`config.mk`:
```
export PLATFORM = sky130hd
export DESIGN_NAME = swmr_engine
export DESIGN_NICKNAME = d
export VERILOG_FILES = /design/src/swmr_pkg.sv /design/src/swmr_engine.sv
export SDC_FILE = /design/constraint.sdc
export NUM_CORES = 1
export LEC_CHECK = 0
export BUFFER_PORTS_ARGS = -buffer_cell sky130_fd_sc_hd__buf_2
export CORE_MARGIN = 2
export CORE_UTILIZATION = 53
export DETAILED_ROUTE_END_ITERATION = 7
export HOLD_SLACK_MARGIN = 0.03
export PLACE_DENSITY = 0.79
export RECOVER_POWER = 100
export SETUP_SLACK_MARGIN = 0.2
export SLEW_MARGIN = 20
export SYNTH_ARGS = -nofsm -noshare
export SYNTH_HDL_FRONTEND = slang
export SYNTH_SLANG_ARGS = --single-unit
```
`constraint.sdc`:
```
create_clock -name clk -period 3.95 [get_ports clk]
set_clock_uncertainty 0.15 [all_clocks]
set_input_delay 0.1975 -clock clk [delete_from_list [all_inputs] [get_ports clk]]
set_output_delay 0.1975 -clock clk [all_outputs]
set_load 0.03 [all_outputs]
```
`src/swmr_pkg.sv`:
```
`default_nettype none

package swmr_pkg;

	localparam int SAMPLE_W       = 32;
	localparam int WIN_REG_W      = 11;
	localparam int WINDOW_MAX_DEF = 1024;

	// configuration port
	localparam int APB_AW = 3;
	localparam int APB_DW = 32;
	localparam logic REG_IDX_WINDOW_SIZE = 1'b0;
	localparam logic [WIN_REG_W-1:0] WIN_RESET = 11'd1;

	// request queue between front and back
	localparam int FIFO_DEPTH = 2;
	localparam int FIFO_AW    = 1;
	localparam int FIFO_CW    = 2;

	// classified request as it leaves the front
	typedef struct packed {
		logic [SAMPLE_W-1:0] value;
		logic                last;
		logic                fresh;
		logic                ge;
	} swmr_item_t;

	// command from the sequencer to both queue units
	typedef struct packed {
		logic                start;
		logic                fresh;
		logic [SAMPLE_W-1:0] value;
	} swmr_cmd_t;

	// status of one queue unit
	typedef struct packed {
		logic                idle;
		logic [SAMPLE_W-1:0] front_val;
	} swmr_qstat_t;

endpackage

`default_nettype wire

```
`src/swmr_engine.sv`:
```
`default_nettype none

module swmr_engine import swmr_pkg::*; (
	input  wire logic                clk,
	input  wire logic                arst_n,
	input  wire logic                item_valid,
	input  wire swmr_item_t          item,
	output logic                     item_pop,
	output swmr_cmd_t                cmd,
	input  wire swmr_qstat_t         stat_max,
	input  wire swmr_qstat_t         stat_min,
	output logic                     empty,
	input  wire logic                pop,
	output logic      [SAMPLE_W-1:0] max_spread
);

	logic                busy_q;
	logic                cur_last_q;
	logic                cur_ge_q;
	logic [SAMPLE_W-1:0] best_q;
	logic                full_q;
	logic                out_valid_q;
	logic [SAMPLE_W-1:0] out_data_q;

	logic                finish;
	logic                start;
	logic [SAMPLE_W-1:0] spread;
	logic                upd;
	logic [SAMPLE_W-1:0] best_new;

	// a last request may only retire when the result register has room
	assign finish = busy_q && stat_max.idle && stat_min.idle &&
	                (!cur_last_q || !out_valid_q || pop);
	assign start  = item_valid && (!busy_q || finish);

	assign item_pop  = start;
	assign cmd.start = start;
	assign cmd.fresh = item.fresh;
	assign cmd.value = item.value;

	assign spread   = stat_max.front_val - stat_min.front_val;
	assign upd      = cur_ge_q || (!full_q && cur_last_q);
	assign best_new = (upd && (spread > best_q)) ? spread : best_q;

	always_ff @(posedge clk or negedge arst_n) begin
		if (!arst_n) begin
			busy_q      <= 1'b0;
			best_q      <= '0;
			full_q      <= 1'b0;
			out_valid_q <= 1'b0;
		end else begin
			if (start) begin
				busy_q <= 1'b1;
			end else if (finish) begin
				busy_q <= 1'b0;
			end
			if (finish) begin
				if (cur_last_q) begin
					best_q <= '0;
					full_q <= 1'b0;
				end else begin
					best_q <= best_new;
					full_q <= full_q || cur_ge_q;
				end
			end
			if (finish && cur_last_q) begin
				out_valid_q <= 1'b1;
			end else if (pop) begin
				out_valid_q <= 1'b0;
			end
		end
	end

	always_ff @(posedge clk) begin
		if (start) begin
			cur_last_q <= item.last;
			cur_ge_q   <= item.ge;
		end
		if (finish && cur_last_q) begin
			out_data_q <= best_new;
		end
	end

	assign empty      = !out_valid_q;
	assign max_spread = out_data_q;

	a_start_idle: assert property (@(posedge clk) disable iff (!arst_n)
		start |-> (stat_max.idle && stat_min.idle))
		else $error("request issued while a queue unit is busy");

	a_spread_order: assert property (@(posedge clk) disable iff (!arst_n)
		finish |-> (stat_max.front_val >= stat_min.front_val))
		else $error("window maximum below window minimum");

	a_seq_clear: assert property (@(posedge clk) disable iff (!arst_n)
		(finish && cur_last_q) |=> (best_q == '0 && !full_q && out_valid_q))
		else $error("sequence state not cleared after last request");

	a_result_hold: assert property (@(posedge clk) disable iff (!arst_n)
		(out_valid_q && !pop && !finish) |=> (out_valid_q && $stable(out_data_q)))
		else $error("pending result lost or changed");

endmodule

`default_nettype wire

```
# ---- After elaboration in Yosys (flattened, before gate mapping)
# Index checks and enable logic that the tools add are counted.
dict set report totals {
  register_bits 69
}
dict set report op_classes {
  n_addsub 1
  magnitude_cmp 1
  n_mux 7
  n_reduce_logical 18
}
# operator n
set op_table {}
lappend op_table {{$mux W32} 2}
lappend op_table {{$gt A32 B32 Y1} 1}
lappend op_table {{$sub A32 B32 Y32} 1}
lappend op_table {{$logic_and A1 B1 Y1} 7}
lappend op_table {{$logic_or A1 B1 Y1} 5}
lappend op_table {{$mux W1} 5}
lappend op_table {{$logic_not A1 Y1} 4}
lappend op_table {{$reduce_bool A2 Y1} 2}

# ---- Depth between registers and ports, before layout
dict set report logic_depth {
  ltp_word 7
  depth_mapped 21
}

# ---- Least setup slack after synthesis
# No wires, ideal clock.
dict set report synth_timing {
  path_type {input port to flip-flop}
  startpoint {input port stat_max[0] in the netlist's numbering}
  endpoint {register out_data_q[19] (netlist: max_spread[19]), data pin}
  t_arrival_ps 4162
  t_required_ps 3540
  setup_slack_ps -622
  path_stages 20
  n_path_buf 2
  cell_sequence {inv_1 > ha_1 > fa_1 > nor2b_1 > o211ai_1 > a311oi_1 > o211a_1 > o211ai_2 > and3_1 > a211oi_1 > inv_1 > ha_1 > a21o_1 > a21o_1 > a221oi_1 > o21ai_0 > a22oi_1 > buf_2 > buf_4 > mux2_2}
}
dict set report synth_between {
  elab_chain_cells 4
}
# element line
set synth_rtl {}
lappend synth_rtl {{start: declaration} swmr_engine.sv:10} ;# input wire swmr_qstat_t stat_max,
lappend synth_rtl {{$sub A32 B32 Y32 (*)} swmr_engine.sv:41} ;# assign spread = stat_max.front_val - stat_min.front_val;
lappend synth_rtl {{$gt A32 B32 Y1} swmr_engine.sv:43} ;# assign best_new = (upd && (spread > best_q)) ? spread : best_q;
lappend synth_rtl {{$logic_and A1 B1 Y1} swmr_engine.sv:43}
lappend synth_rtl {{$mux W32 (*)} swmr_engine.sv:43}
lappend synth_rtl {{via best_new[19]} swmr_engine.sv:29} ;# logic [SAMPLE_W-1:0] best_new;
lappend synth_rtl {{end signal: assignment} swmr_engine.sv:80} ;# out_data_q <= best_new;
lappend synth_rtl {{end: declaration} swmr_engine.sv:23} ;# logic [SAMPLE_W-1:0] out_data_q;
# Mark *: on every way through the listed nets, which the timed path passes. The rest lies on a longest branch.
# A chain may end at the register's enable or synchronous reset.

# ---- Worst setup path in the final report
dict set report layout_timing {
  startpoint {input port stat_max[5] in the netlist's numbering}
  endpoint {register best_q[0]}
}
dict set report layout_between {
  elab_chain_cells 5
}
# element line
set layout_rtl {}
lappend layout_rtl {{$sub A32 B32 Y32} swmr_engine.sv:41}
lappend layout_rtl {{$gt A32 B32 Y1} swmr_engine.sv:43}
lappend layout_rtl {{$logic_and A1 B1 Y1} swmr_engine.sv:43}
lappend layout_rtl {{$mux W32} swmr_engine.sv:43}
lappend layout_rtl {{$mux W32} swmr_engine.sv:58} ;# if (cur_last_q) begin
lappend layout_rtl {{end signal: assignment} swmr_engine.sv:62} ;# best_q <= best_new;
lappend layout_rtl {{end: declaration} swmr_engine.sv:20} ;# logic [SAMPLE_W-1:0] best_q;
# Every way passes these cells.

==> flow_metrics.py <==
metrics = {
    "finish": {
        "final_cell_mix": "buf_4, inv_1, buf_2",
        "drive_gt1_frac": 0.3461,
        "mostFrequentLayoutCell": "buf_4",
        "antenna_cells": 0,
        "fin_nets": 973,
        "final_util": 0.7460,
        "instances_no_fill": 945,
        "syn2layout_area_growth_pct": 37.14,
    },
    "logic_synthesis": {
        "ys_async_sr_fraction": 0.5072,
        "syn_area_um2": 5615,
        "synth.avg_cell_area_um2": 9.359,
        "synth-seq-cells": 69,
        "synth_fp_nets": 769,
        "yosysUniqueCellTypes": 56,
        "synth_edf_count": 34,
        "yosys_most_used_dff": "dfrtp_1",
        "ys_seq_area_frac": 0.3378,
        "syn_inst": 600,
        "ys.warnings.count": 0,
    },
    "timing": {
        "max_freq_mhz": 207.6,
        "finalCriticalPeriod_ps": 4816,
        "setup-tns-final_ps": -45430,
        "finalCritPeriodShare": 1.219,
        "tightestPinTransition_ps": 2033,
        "setup_slack_ps": -866.3,
        "hold_viol_final": 0,
        "maxSlewViolCount": 36,
        "rsz0062_at_grt": "yes",
        "setup-violations-final": 64,
        "slew_headroom": -0.3551,
        "whs_ps": 115.8,
    },
    "global_routing": {
        "grt_pass1_vias": 5611,
        "grt_pass1_wl_mm": 26.39,
        "grt_max_degree": 36,
        "antenna_found_initial": 0,
        "grt.total_usage": 0.2984,
        "gr-total-overflow": 0,
    },
    "floorplan": {
        "initial_core_util": 0.5439,
        "core_um2": 10320,
        "rows": 37,
        "die_h_um": 106.9,
        "die_area_um2": 11430,
        "die_w_um": 106.9,
        "ios": 173,
    },
    "route": {
        "drc_errors": 0,
        "postRouteAntennaNets": 0,
        "wl_mm": 18.95,
        "vias": 5695,
        "drt_iter0_drc": 663,
        "dr.pass1.iters": 5,
        "wl_per_cell_um": 20.06,
        "vias_per_cell": 6.026,
    },
    "clock_tree": {
        "cts_buffer_depth": 2,
        "cts_buffers": 9,
        "htree_num_levels": 3,
        "clk_latency_ps": 370,
        "cts_tree": "yes",
        "clock_sinks": 69,
        "cts-root-buf": "clkbuf_8",
        "clkTransAtPathRegs_ps": 90,
    },
    "worst_setup_path": {
        "critPathKind": "primary input to flip-flop",
        "rr_worst_depth": 13,
        "worstPathRequired_ps": 4050,
        "cp.arrival_ps": 4920,
        "worst_setup_path_start_kind": "primary input",
        "worstSetupEndpointType": "flip-flop",
        "path_max_fanout": 8,
        "reg2reg_slack_ps": 660,
    },
    "power": {
        "peakVddDrop_uv": 335.9,
        "cellPowerDensity_nw_per_um2": 457.8,
        "p_leak_uw": 0.003726,
    },
    "worst_hold_path": {
        "hold_class": "primary input to flip-flop",
        "hold_path_depth": 3,
    },
    "status": {
        "status": "finished, violations left",
        "violations": "capacitance limit, slew limit, setup timing",
    },
    "place": {
        "routabilityCongestion": 0.9137,
        "hpwl_mm": 11.24,
        "place_inst": 904,
        "numPortBuffers": 106,
    },
    "flow_run": {
        "cap_violations": 1,
    },
}
-- final cells by class --
cell class	instances	area, um^2
Clock buffer	11	131.4
Clock inverter	5	51.30
Fill cell	669	2623
Inverter	78	300.3
Multi-Input combinational cell	403	3378
Sequential cell	69	1897
Tap cell	136	170.2
Timing Repair Buffer	243	1773
-- what timing repair did --
item	CTS	global route
endpoints found under the setup margin	64	64
gates resized for setup	41	11
hold buffers	6	0
cloned	3	5
pin swaps	29	7
buffers inserted	10	1
endpoints found under the hold margin	40	0
-- logic make-up (layout without fill, tap and decap cells) --
group,Yosys count,in the layout,share of synthesized area
adder cells (fa/ha/maj),64,64,0.1439
XOR/XNOR,25,25,0.04033
AND/OR/NAND/NOR,122,122,0.1067
AO/OA/AOI/OAI,164,164,0.2041
multiplexers,28,28,0.05615
flip-flops,69,69,0.3378
buffers and inverters,128,337,0.1110
-- per-stage QoR --
stage               setup slack [ps]  power [uW]  instance area [um^2]
floorplan                     -421.5        2050                  5720
global placement              -991.8        2420                  6960
detailed placement             -1249        2512                  6960
CTS                           -302.4        3275                  7571
global route                  -948.2        3666                  7701
finish                        -866.3        3525                  7701
-- registers in the layout (all words and copies together) (netlist names) --
signal	cells
full_q	1
out_valid_q	1
busy_q	1
max_spread	32
cur_last_q	1
cur_ge_q	1
best_q	32
-- Yosys cell counts (8+ instances only) --
| master | number | share of area |
|---|---|---|
| nor3_1 | 10 | 0.0089 |
| nor2_1 | 25 | 0.017 |
| xnor2_1 | 13 | 0.020 |
| nand4_1 | 8 | 0.0089 |
| nor2b_1 | 9 | 0.010 |
| xor2_1 | 11 | 0.017 |
| o21ai_0 | 25 | 0.022 |
| a21o_1 | 19 | 0.025 |
| nand2_1 | 34 | 0.023 |
| a21oi_1 | 41 | 0.037 |
| nand3_1 | 11 | 0.0098 |
| mux2_2 | 28 | 0.056 |
| buf_2 | 9 | 0.0080 |
| dfrtp_1 | 35 | 0.16 |
| a22o_1 | 28 | 0.044 |
| buf_4 | 35 | 0.047 |
| edfxtp_1 | 34 | 0.18 |
| ha_1 | 63 | 0.14 |
| inv_1 | 78 | 0.052 |
-- critical path, cell delays in order --
cell and delay, ps:
buf_2 100, ha_1 330, o21ai_1 220, nor2b_1 340
a311oi_2 120, buf_4 180, o211a_4 250, o211ai_4 290
a31oi_2 160, buf_4 180, nor3_4 130, nor2_1 70
ha_1 300, nand4_1 220, nor4_2 340, a31oi_1 160
buf_4 160, a22oi_2 220, buf_6 170, buf_12 150
a21o_4 160, buf_12 110, buf_12 110, nand2_1 50
o21ai_1 170
-- report_power, final --
group,leakage (uW),switching [uW],internal (uW),total [uW]
sequential,0.000781,109,917,1030
clock,0.0000907,298,288,587
combinational,0.00285,958,954,1910
-- metal layers --
layer / vias to the layer above / global-route usage / routed length (um)
li1: 2536 / - / -
met1: 2629 / 0.3332 / 6807
met2: 392 / 0.5341 / 9105
met3: 138 / 0.05532 / 1750
met4: 0 / 0.1642 / 1289
met5: - / 0 / 0
-- worst paths after layout --
kind	startpoint	end
min in group asynchronous	arst_n	best_q[14]
max	stat_max[5]	best_q[0]
max in group asynchronous	arst_n	best_q[26]
min	stat_min[1]	best_q[1]
min reg2reg	busy_q	busy_q
max reg2reg	best_q[6]	best_q[0]
Note: power is estimated with default switching activity, not from simulation.
