<file path="config.mk">
export PLATFORM = sky130hd
export DESIGN_NAME = swmr_front
export DESIGN_NICKNAME = d
export VERILOG_FILES = /design/src/swmr_pkg.sv /design/src/swmr_front.sv
export SDC_FILE = /design/constraint.sdc
export NUM_CORES = 1
export LEC_CHECK = 0
export ABC_CLOCK_PERIOD_IN_PS = 4600
export BUFFER_PORTS_ARGS = -buffer_cell sky130_fd_sc_hd__buf_2
export CORE_ASPECT_RATIO = 2
export CORE_MARGIN = 4
export CORE_UTILIZATION = 35
export CTS_CLUSTER_SIZE = 10
export DETAILED_ROUTE_END_ITERATION = 8
export PLACE_DENSITY = 0.64
export SYNTH_ARGS = -nofsm -noshare
export SYNTH_HDL_FRONTEND = slang
export SYNTH_SLANG_ARGS = --single-unit
</file>
<file path="constraint.sdc">
create_clock -name clk -period 4.6 [get_ports clk]
set_input_delay 0.92 -clock clk [delete_from_list [all_inputs] [get_ports clk]]
set_output_delay 0.92 -clock clk [all_outputs]
set_load 0.005 [all_outputs]
</file>
<file path="src/swmr_pkg.sv">
`default_nettype none

package swmr_pkg;

	localparam int SAMPLE_W       = 32;
	localparam int WIN_REG_W      = 11;
	localparam int WINDOW_MAX_DEF = 1024;

	// configuration port
	localparam int APB_AW = 3;
	localparam int APB_DW = 32;
	localparam logic REG_IDX_WINDOW_SIZE = 1'b0;
	localparam logic [WIN_REG_W-1:0] WIN_RESET = 11'd1;

	// request queue between front and back
	localparam int FIFO_DEPTH = 2;
	localparam int FIFO_AW    = 1;
	localparam int FIFO_CW    = 2;

	// classified request as it leaves the front
	typedef struct packed {
		logic [SAMPLE_W-1:0] value;
		logic                last;
		logic                fresh;
		logic                ge;
	} swmr_item_t;

	// command from the sequencer to both queue units
	typedef struct packed {
		logic                start;
		logic                fresh;
		logic [SAMPLE_W-1:0] value;
	} swmr_cmd_t;

	// status of one queue unit
	typedef struct packed {
		logic                idle;
		logic [SAMPLE_W-1:0] front_val;
	} swmr_qstat_t;

endpackage

`default_nettype wire

</file>
<file path="src/swmr_front.sv">
`default_nettype none

module swmr_front import swmr_pkg::*; #(
	parameter int AGW = 11
) (
	input  wire logic                clk,
	input  wire logic                arst_n,
	input  wire logic                push,
	output logic                     full,
	input  wire logic [SAMPLE_W-1:0] sample,
	input  wire logic                last_sample,
	input  wire logic [AGW-1:0]      win,
	output logic                     item_valid,
	output swmr_item_t               item,
	output logic      [AGW-1:0]      now_idx,
	input  wire logic                item_pop
);

	swmr_item_t         item_mem [FIFO_DEPTH];
	logic [AGW-1:0]     idx_mem  [FIFO_DEPTH];
	logic [FIFO_AW-1:0] wr_ptr_q;
	logic [FIFO_AW-1:0] rd_ptr_q;
	logic [FIFO_CW-1:0] cnt_q;
	logic [31:0]        index_q;
	logic               seq_start_q;
	logic               accept;
	logic               deq;
	swmr_item_t         new_item;

	assign full       = (cnt_q == FIFO_CW'(FIFO_DEPTH));
	assign accept     = push && !full;
	assign item_valid = (cnt_q != '0);
	assign deq        = item_pop && item_valid;
	assign item       = item_mem[rd_ptr_q];
	assign now_idx    = idx_mem[rd_ptr_q];

	// tag each request with its place in the sequence
	always_comb begin
		new_item.value = sample;
		new_item.last  = last_sample;
		new_item.fresh = seq_start_q;
		new_item.ge    = (index_q >= (32'(win) - 32'd1));
	end

	always_ff @(posedge clk or negedge arst_n) begin
		if (!arst_n) begin
			wr_ptr_q    <= '0;
			rd_ptr_q    <= '0;
			cnt_q       <= '0;
			index_q     <= '0;
			seq_start_q <= 1'b1;
		end else begin
			if (accept) begin
				wr_ptr_q    <= (wr_ptr_q == FIFO_AW'(FIFO_DEPTH - 1)) ? '0 : wr_ptr_q + 1'b1;
				index_q     <= last_sample ? '0 : index_q + 32'd1;
				seq_start_q <= last_sample;
			end
			if (deq) begin
				rd_ptr_q <= (rd_ptr_q == FIFO_AW'(FIFO_DEPTH - 1)) ? '0 : rd_ptr_q + 1'b1;
			end
			if (accept && !deq) begin
				cnt_q <= cnt_q + 1'b1;
			end else if (!accept && deq) begin
				cnt_q <= cnt_q - 1'b1;
			end
		end
	end

	always_ff @(posedge clk) begin
		if (accept) begin
			item_mem[wr_ptr_q] <= new_item;
			idx_mem[wr_ptr_q]  <= index_q[AGW-1:0];
		end
	end

endmodule

`default_nettype wire

</file>
# [Word level (Yosys, flattened, before mapping)]
# Memory sizes are Yosys's and may differ from the RTL's.
# Index checks and enable logic that the tools add are counted.
# W data, S select, Z words.
[classes] add_sub_neg=6 mul=0 n_div=0 order_cmp=1 n_eq_ne=1 n_shift=0 n_mux=7 bitwise_logic=0 reduce_logical=9
[ops] operator="$add A32 B1 Y32 const B" n=1
[ops] operator="$ge A32 B32 Y1" n=1
[ops] operator="$mux W32" n=1
[ops] operator="$sub A11 B1 Y12 const B" n=1
[ops] operator="$logic_and A1 B1 Y1" n=4
[ops] operator="$mux W1" n=4
[ops] operator="$mux W2" n=2
[ops] operator="$reduce_bool A2 Y1" n=2
[ops] operator="$logic_not A1 Y1" n=3
[ops] operator="$add A1 B1 Y1 const B" n=2
[ops] operator="$add A2 B1 Y2 const B" n=1
[ops] operator="$eq A2 B2 Y1 const B" n=1
[ops] operator="$sub A2 B1 Y2 const B" n=1
[word_totals] regBits=37 latchBits=0 ram_bits=92 mem_bits_ro=0 output_inout_bits=48 word_cells=31 memories=2
[mem_list] memory="item_mem" depth=2 width=35 read_ports=1 rd_ports_with_merged_regs=0 write_ports=1 line="swmr_front.sv:19" rtl="swmr_item_t item_mem [FIFO_DEPTH];"
[mem_list] memory="idx_mem" depth=2 width=11 read_ports=1 rd_ports_with_merged_regs=0 write_ports=1 line="swmr_front.sv:20" rtl="logic [AGW-1:0] idx_mem [FIFO_DEPTH];"

# [Longest topological paths before layout]
# Gate-level depths: netlist of the first run.
[logic_depth] word_depth=7 depth_mapped=11 mapped_depth_nobuf=11

# [Worst setup path before layout of the first run]
# No wires, ideal clock.
[synth_timing] kind="input to register" from="input win[5]" to="memory item_mem[0][0] (netlist bit), data pin" arrival_time_ps=3604 setup_slack_ps=714 cell_stages=9 n_path_buf=0 cell_sequence="or4_1 > nor2_1 > nand3_1 > ha_1 > a21oi_1 > o21ai_0 > a221o_1 > a2111oi_0 > o21ai_0"
[synth_rtl] element="from (decl)" line="swmr_front.sv:12" rtl="input wire logic [AGW-1:0] win,"
[synth_rtl] element="to (decl)" line="swmr_front.sv:19"

==> out/qor.yml, run 1 <==
mappedNetlistNets: 537
p_leak_nw: 2.98
antenna_found_initial: 1
wl_met3_um: 620
synthFlopType: "edfxtp_1"
worstPathCellList: "buf_2 > or4_1 > nor2_1 > nand3_1 > ha_1 > a21oi_1 > o21ai_0 > a221o_1 > a2111oi_0 > o21ai_0"
hold_buffers: 0
highest_layer: "met5"
track_usage: 0.145
critical_path_required_ns: 4.73
port_buffers: 95
num_vias: 4036
synth_fa_ha_area_frac: 0.0726
timing.rr.end: "index_q[31]"
routed_wl_mm: 13.8
synthDistinctLibCells: 42
synth_mux_area_frac: 0.0929
grt_pass1_vias: 4362
crit_path_end_kind: "flop"
antenna_left: 0
rsz0062_at_grt: "no"
powerDensity_nw_per_um2: 536
post_cts_buffers: 0
crit_end: "item_mem[0][0]"
first_pass_iters: 4
synth_seq_cells: 129
gp_congestion: 0.840
ctsResizeCount: 0
met1Wirelength_mm: 4.71
ir_drop_uv: 202
diodes: 0
setup_tns_ns: 0
drc: 0
grt_max_degree: 48
crit_path_max_fanout: 14
relSlewSlack: 0.286
ios: 96
slew_violations: 0
synth_seq_area_share: 0.611
cts_buffers: 17
final_cell_area_um2: 7380
die_area_um2: 19500
period_needed_ns: 3.86
area_growth_pct: 22.2
mappedNetlistArea_um2: 6040
ys_async_sr_fraction: 0.287
start_kind: "input pin"
post-route-period-util: 0.840
synth_top_family_by_area: "simple AND/OR/NAND/NOR gates"
clkSlewWorstSetupHoldPaths_ns: 0.06
critPathSlowestCell: "or4_1"
power_mw: 3.95
grt_overflow: 0
clock_sinks: 129
status: "completed"
clock_latency_ns: 0.42
fmax_ghz: 0.259
yosys.area_share.xor_xnor: 0.0406
place_hpwl_mm: 10.3
rows: 67
crit_top_cell: "o21ai_0"
setup-violations-final: 0
cts_max_level: 4
nNetsFinal: 642
synth.avg_cell_area_um2: 13.3
cts_tree: "done"
viasPerCell: 5.18
wl_met2_mm: 8.12
min_path_type: "reg2reg"
yosys_warnings: 0
synth-edff-count: 92
postPlaceCellArea_um2: 6770
critPathMaxStageDelay_ns: 0.55
r2r_slack_ns: 1.86
die_w_um: 101
cts-root-buf: "clkbuf_16"
hold_viol_final: 0
critPathLaunch: "win[5]"
path_class: "in2reg"
synthCells: 454
synth_compound_area_frac: 0.0456
reg2reg_from: "index_q[2]"
clockBufferDepth: 2
cap_violations: 0
tightest_slew_ns: 1.07
drive_gt1_frac: 0.330
drt-initial-drc-count: 138
skew_ns: 0.0102
grt_pass1_wl_mm: 21.8
crit_arrival_ns: 3.99
core_area_um2: 16800
reg2reg_depth: 5
start_util: 0.358
die_y_um: 194
synth_simple_gate_area_frac: 0.120
avgRoutedWirePerCell_um: 17.7
## cell type report
type	instances	area [µm²]
clock inverters	15	184
fillers	1521	9470
clock buffers	17	425
repair buffers	99	505
inverters	13	48.8
flip-flops and latches	129	3690
multi-input cells	299	2260
well taps	207	259
## metrics by stage
stage | utilization | hold slack (ns) | instances | worst slack [ns]
2_1_floorplan | - | 0.443 | 454 | 0.714
3_3_place_gp | 0.402 | 0.465 | 747 | 0.369
3_5_place_dp | 0.402 | 0.464 | 747 | 0.283
4_1_cts | 0.438 | 0.474 | 779 | 0.701
5_1_grt | 0.438 | 0.489 | 779 | 0.408
6_report | 0.438 | 0.471 | 779 | 0.735
## critical path: cells and delay by family
kind,cells,cell delay (ns)
buffers and inverters,1,0.11
AO/OA/AOI/OAI,5,1.21
AND/OR/NAND/NOR,3,1.25
adder cells (fa/ha/maj),1,0.50
## kinds of logic (layout without fill, tap and decap cells)
| logic type | after synthesis | in the layout |
|---|---|---|
| simple gates | 143 | 143 |
| flops | 129 | 129 |
| mux | 50 | 50 |
| compound gates | 43 | 43 |
| fa+ha+maj | 35 | 35 |
| xor+xnor | 28 | 28 |
| buf+inv | 26 | 144 |
## Yosys cell counts, types with 9 or more instances
master	instances	share of area
nand3_1	16	0.013
clkbuf_1	11	0.0068
nand2_1	38	0.024
nor2_1	29	0.018
nand4_1	10	0.010
mux2_2	48	0.090
or4_1	9	0.011
inv_1	11	0.0068
nor3_1	10	0.0083
a21oi_1	11	0.0091
o21ai_0	12	0.010
ha_1	35	0.073
nor4_1	10	0.010
xnor2_1	22	0.032
dfrtp_1	36	0.15
edfxtp_1	92	0.46
## state kept, by name, summed over array words and instances (netlist names)
signal	cells
index_q	32
seq_start_q	1
idx_mem	22
rd_ptr_q	1
item_mem	70
cnt_q	2
wr_ptr_q	1
## cells in the final DEF, fill, tap and decap left out, types with 2 or more instances in the layout
master | Yosys | layout
or4_1 | 9 | 9
mux2_2 | 48 | 48
and4_1 | 3 | 3
clkinv_2 | 0 | 2
or2_2 | 2 | 2
inv_1 | 11 | 11
nand2b_1 | 2 | 2
o211ai_1 | 8 | 8
ha_1 | 35 | 35
a221o_1 | 2 | 2
mux2i_1 | 2 | 2
o21ai_0 | 12 | 12
or3_1 | 2 | 2
bufinv_16 | 0 | 3
nand3_1 | 16 | 16
nor2_4 | 0 | 2
clkbuf_16 | 0 | 17
buf_2 | 2 | 95
nor2b_1 | 2 | 2
dfrtp_1 | 36 | 35
nand2_1 | 38 | 38
clkinvlp_4 | 0 | 3
a211oi_1 | 2 | 2
a21oi_1 | 11 | 11
and3_1 | 4 | 4
nor4_1 | 10 | 10
nor3_1 | 10 | 10
nor2_1 | 29 | 26
clkinv_4 | 0 | 4
edfxtp_1 | 92 | 92
xor2_1 | 6 | 6
xnor2_1 | 22 | 22
buf_4 | 0 | 4
inv_6 | 0 | 3
a21o_1 | 4 | 4
nand4_1 | 10 | 10
## worst min-delay path by stage
stage	startpoint	end	slack (ns)	cells after the start
after floorplan	seq_start_q	seq_start_q	0.44	2
final	seq_start_q	seq_start_q	0.47	2
after global routing	seq_start_q	seq_start_q	0.49	2
after detailed placement	seq_start_q	seq_start_q	0.46	2
after global placement	seq_start_q	seq_start_q	0.46	2
after CTS	seq_start_q	seq_start_q	0.47	2
## power breakdown
part           internal, mW  switching [mW]  total [mW]
sequential             1.54           0.182        1.73
combinational         0.441           0.419       0.861
clock                 0.857           0.509        1.37
## per-layer routing
metal / vias up / global-route usage
met3: 24 / 0.0310
met1: 1988 / 0.135
met2: 100 / 0.288
li1: 1922 / -
met4: 2 / 0.0605
met5: - / 0
(Power assumes the default switching activity.)
==> run 2, diff against run 1 <==
- ABC_CLOCK_PERIOD_IN_PS: 4600 -> 3910
- clock period: 4.6 -> 3.91 ns (I/O delays scaled with it)
==> run 2 against run 1 <==
Effect of this change: cell area down 0.24%; non-clock buffer count grew 1; wire length grew 0.84%; die area stayed put; largest cell class unchanged.
==> out/qor.yml, run 2 (synthesis results as in run 1) <==
clkSlewWorstSetupHoldPaths_ns: 0.06  # about the same
place_hpwl_mm: 10.2  # -1.3%
routed_wl_mm: 13.9  # +0.84%
skew_ns: 0.00781  # -0.00240 ns
switching_share: 0.286  # +0.00460
ios: 96  # unchanged
antenna_found_initial: 1  # unchanged
crit_path_max_fanout: 21  # +7
status: "completed"
internal_power_mw: 3.28  # +15%
p_leak_nw: 2.97  # -0.19%
setup_tns_ns: 0  # unchanged
drt-initial-drc-count: 185  # +34%
placed_cells: 748  # +0.13%
rows: 67  # unchanged
rsz0062_at_grt: "no"
viasPerCell: 5.16  # -0.38%
path_class: "in2reg"
timing.rr.end: "index_q[31]"
reg2reg_depth: 5  # unchanged
setup_slack_ns: 0.468  # -0.267 ns
cts-root-buf: "clkbuf_16"
die_area_um2: 19500  # unchanged
drive_gt1_frac: 0.330  # -0.000577
post-route-period-util: 0.880
critical_path_required_ns: 4.03  # -0.70 ns
final_cell_mix: "buf_2 (95), edfxtp_1 (92), mux2_2 (48)"
avgRoutedWirePerCell_um: 17.8  # +0.58%
grt_pass1_wl_mm: 22.3  # +2.5%
core_area_um2: 16800  # unchanged
pwr-share-seq: 0.432  # -0.005
cts_max_level: 4  # unchanged
tightest_slew_ns: 0.905  # -0.167 ns
min_path_type: "in2async"
antenna_left: 0  # unchanged
power_mw: 4.59  # +16%
first_pass_iters: 4  # unchanged
cts_buffers: 17  # unchanged
fmax_ghz: 0.291
critPathLaunch: "win[5]"
start_kind: "input pin"
die_w_um: 101  # unchanged
track_usage: 0.149  # +0.00388
clock_sinks: 129  # unchanged
cts_tree: "done"
pre_cts_ws_ns: 0.0963  # -0.186 ns
crit_arrival_ns: 3.57  # -0.42 ns
port_buffers: 95  # unchanged
num_vias: 4031  # -0.12%
die_y_um: 194  # unchanged
reg2reg_from: "index_q[2]"
grt_overflow: 0  # unchanged
final_cells: 781  # +0.26%
largest_reg_flops: 70  # unchanged
fill_cells: 1512  # -0.59%
crit_path_end_kind: "flop"
hold_buffers: 0  # unchanged
nNetsFinal: 643  # +0.16%
ir_drop_uv: 226  # +12%
slew_violations: 0  # unchanged
post_cts_buffers: 0  # unchanged
hold_viol_final: 0  # unchanged
switching_power_mw: 1.31  # +18%
final_common_cell: "buf_2"
clockPowerShare: 0.337  # -0.008
pwr-share-comb: 0.231  # +0.013
gp_congestion: 0.886  # +5.5%
postPlaceCellArea_um2: 6780  # +0.11%
grt_max_degree: 47  # -2.1%
ctsResizeCount: 0  # unchanged
powerDensity_nw_per_um2: 624  # +16%
cap_violations: 0  # unchanged
top_register: "item_mem"
final_cell_area_um2: 7360  # -0.24%
grt_pass1_vias: 4297  # -1.5%
start_util: 0.358  # unchanged
relSlewSlack: 0.397  # +0.111
period_needed_ns: 3.44
clock_latency_ns: 0.42  # about the same
largest_registers: "item_mem: 70 flops, index_q: 32 flops, idx_mem: 22 flops"
area_growth_pct: 21.9
r2r_slack_ns: 1.13  # -0.73 ns
clockBufferDepth: 2  # unchanged
drc: 0  # unchanged
setup-violations-final: 0  # unchanged
## run 2: final cells by class
cell class              count  area (µm²)  area share
multi-input cells         299        2260       0.308
well taps                 207         259      0.0352
clock inverters            15         156      0.0213
diodes                      1        2.50    0.000340
inverters                  13        48.8     0.00663
flip-flops and latches    129        3690       0.502
repair buffers            100         513      0.0697
clock buffers              17         425      0.0578
## run 2: metal layers
metal  track usage  vias to the layer above  part of all wire
li1              -                     1937                 -
met5             0                        -                 0
met3        0.0353                       17             0.042
met1         0.146                     1988              0.35
met2         0.280                       89              0.59
met4        0.0730                        0             0.021
## run 2: per-stage QoR
stage	utilization	hold slack, ns
3_3_place_gp	0.402	0.465
3_5_place_dp	0.402	0.474
2_1_floorplan	-	0.443
4_1_cts	0.437	0.485
5_1_grt	0.437	0.505
6_report	0.437	0.479
## run 2: power by group through the flow
stage | Combinational, mW | Sequential (mW) | Clock, mW
after detailed placement | 1.09 | 2.02 | 0
after global routing | 1.17 | 2.02 | 1.66
after floorplan | 0.679 | 1.94 | 0
after global placement | 1.07 | 2.00 | 0
final | 1.06 | 1.98 | 1.55
after CTS | 1.09 | 1.99 | 1.58
## run 2: critical path, cell delays in order
cell and delay [ns]:
buf_2 0.11, or4_1 0.55, nor2_1 0.20, nand3_1 0.10, buf_4 0.23, ha_1 0.31, a21oi_1 0.14, o21ai_0 0.11
a221o_1 0.35, a2111oi_0 0.46, o21ai_0 0.22
## run 2: how the worst max path moves through the flow
stage | endpoint | slack (ns) | cells past startpoint
floorplan | item_mem[0][0] | 0.16 | 9
global placement | item_mem[0][0] | 0.22 | 11
detailed placement | item_mem[1][0] | 0.1 | 11
CTS | item_mem[1][0] | 0.52 | 11
global route | item_mem[1][0] | 0.26 | 11
finish | item_mem[1][0] | 0.47 | 11
==> run 3, diff against run 2 <==
- PLACE_DENSITY: 0.64 -> 0.61
==> run 3 against run 2 <==
Effect of this change: flip-flop and latch count unchanged; clock power is 16% higher; clock skew rose by 0.0018 ns; setup slack worse by 0.065 ns; highest routed layer unchanged.
==> out/qor.yml, run 3 (synthesis results as in run 1) <==
status: "completed"
rows: 67  # unchanged
critPathSlowestCell: "nor4_1"
start_kind: "input pin"
path_class: "in2reg"
final_common_cell: "buf_2"
start_util: 0.358  # unchanged
place_hpwl_mm: 9.67  # -5.0%
setup_slack_ns: 0.403  # -0.0652 ns
grt_max_degree: 48  # +2.1%
final_cells: 780  # -0.13%
routed_wl_mm: 13.1  # -5.5%
skew_ns: 0.00958  # +0.00177 ns
grt_pass1_vias: 4406  # +2.5%
grt_overflow: 0  # unchanged
avgRoutedWirePerCell_um: 16.8  # -5.4%
powerDensity_nw_per_um2: 650  # +4.1%
clkSlewWorstSetupHoldPaths_ns: 0.05  # about the same
drt-initial-drc-count: 132  # -29%
critPathMaxStageDelay_ns: 0.62  # +0.07 ns
critical_path_required_ns: 4.04  # about the same
setup_tns_ns: 0  # unchanged
tightest_slew_ns: 1.06  # +0.154 ns
crit_path_end_kind: "flop"
core_area_um2: 16800  # unchanged
period_needed_ns: 3.51  # +0.0652 ns
die_area_um2: 19500  # unchanged
setup-violations-final: 0  # unchanged
drc: 0  # unchanged
rsz0062_at_grt: "no"
antenna_found_initial: 0  # -1
ios: 96  # unchanged
area_growth_pct: 23.5
track_usage: 0.141  # -0.00742
final_cell_mix: "buf_2 (95), edfxtp_1 (92), mux2_2 (48)"
top_register: "item_mem"
num_vias: 4018  # -0.32%
die_w_um: 101  # unchanged
clock_sinks: 129  # unchanged
placed_cells: 748  # unchanged
first_pass_iters: 4  # unchanged
cts-root-buf: "clkbuf_16"
cp_top_family: "compound AO/OA/AOI/OAI gates"
crit_arrival_ns: 3.64  # +0.07 ns
drive_gt1_frac: 0.330  # unchanged
port_buffers: 95  # unchanged
worstPathCellList: "buf_2 > nor4_1 > nand3_1 > ha_1 > a21oi_1 > o21ai_0 > a221o_1 > a2111oi_0 > o21ai_0"
ir_drop_uv: 253  # +12%
p_leak_nw: 3.03  # +1.7%
post_cts_buffers: 0  # unchanged
post-route-period-util: 0.897  # +0.0167
min_path_type: "reg2reg"
antenna_left: 0  # unchanged
pre_cts_ws_ns: -0.0352  # -0.132 ns
hold_viol_final: 0  # unchanged
grt_pass1_wl_mm: 21.4  # -4.0%
clockBufferDepth: 2  # unchanged
crit_path_max_fanout: 10  # -52%
crit_top_cell: "o21ai_0"
cap_violations: 0  # unchanged
clock_latency_ns: 0.42  # about the same
cts_buffers: 17  # unchanged
diodes: 0  # -1
cts_max_level: 4  # unchanged
gp_congestion: 0.881  # -0.53%
die_y_um: 194  # unchanged
relSlewSlack: 0.294  # -0.103
slew_violations: 0  # unchanged
ctsResizeCount: 0  # unchanged
path_buf_inv: 1  # -1
hold_buffers: 0  # unchanged
viasPerCell: 5.15  # -0.19%
largest_registers: "item_mem: 70 flops, index_q: 32 flops, idx_mem: 22 flops"
cts_tree: "done"
nNetsFinal: 643  # unchanged
fmax_ghz: 0.285  # -1.9%
largest_reg_flops: 70  # unchanged
[run 3: changes by cell type in the layout (fill, tap and decap cells not counted), moves of 3 or more]
cell / previous run / this run
bufinv_16: 2 / 6
clkinvlp_4: 3 / 0
inv_6: 4 / 1
clkinv_4: 1 / 4
[run 3: final timing paths]
kind | from | to | slack, ns | depth (start not counted)
max | win[9] | item_mem[0][0] | 0.40 | 9
min | seq_start_q | seq_start_q | 0.48 | 2
max reg2reg | index_q[2] | index_q[31] | 1.15 | 5
min reg2reg | seq_start_q | seq_start_q | 0.48 | 2
max in group asynchronous | arst_n | rd_ptr_q | 2.77 | 1
min in group asynchronous | arst_n | index_q[9] | 0.50 | 1
[run 3: worst min-delay path: stages, from the launching register on]
cell and delay (ns):
dfstp_2 0.37, nand2_1 0.06, nand2_1 0.05
[run 3: routing by layer]
metal,GRT usage,vias to the layer above,routed length [µm]
met5,0,-,0
met4,0.0745,0,462
met3,0.0418,27,636
met2,0.259,94,7340
met1,0.138,1979,4680
li1,-,1918,-
[run 3: power by group]
group / internal (mW) / switching [mW] / total, mW
sequential: 1.82 / 0.220 / 2.04
combinational: 0.518 / 0.482 / 1.00
clock: 1.22 / 0.588 / 1.80
[run 3: layout make-up]
class | instances | area, µm²
Fill cell | 1532 | 9400
Sequential cell | 129 | 3690
Multi-Input combinational cell | 299 | 2260
Timing Repair Buffer | 100 | 513
Clock buffer | 19 | 443
Tap cell | 207 | 259
Clock inverter | 13 | 234
Inverter | 13 | 48.8
[run 3: through the flow]
step | area (µm²) | util | hold WS (ns) | total power [mW]
after floorplan | 6040 | - | 0.443 | 2.62
after global placement | 6780 | 0.402 | 0.458 | 3.06
after detailed placement | 6780 | 0.402 | 0.477 | 3.10
after CTS | 7450 | 0.442 | 0.483 | 4.91
after global routing | 7450 | 0.442 | 0.491 | 5.09
final | 7450 | 0.442 | 0.480 | 4.84
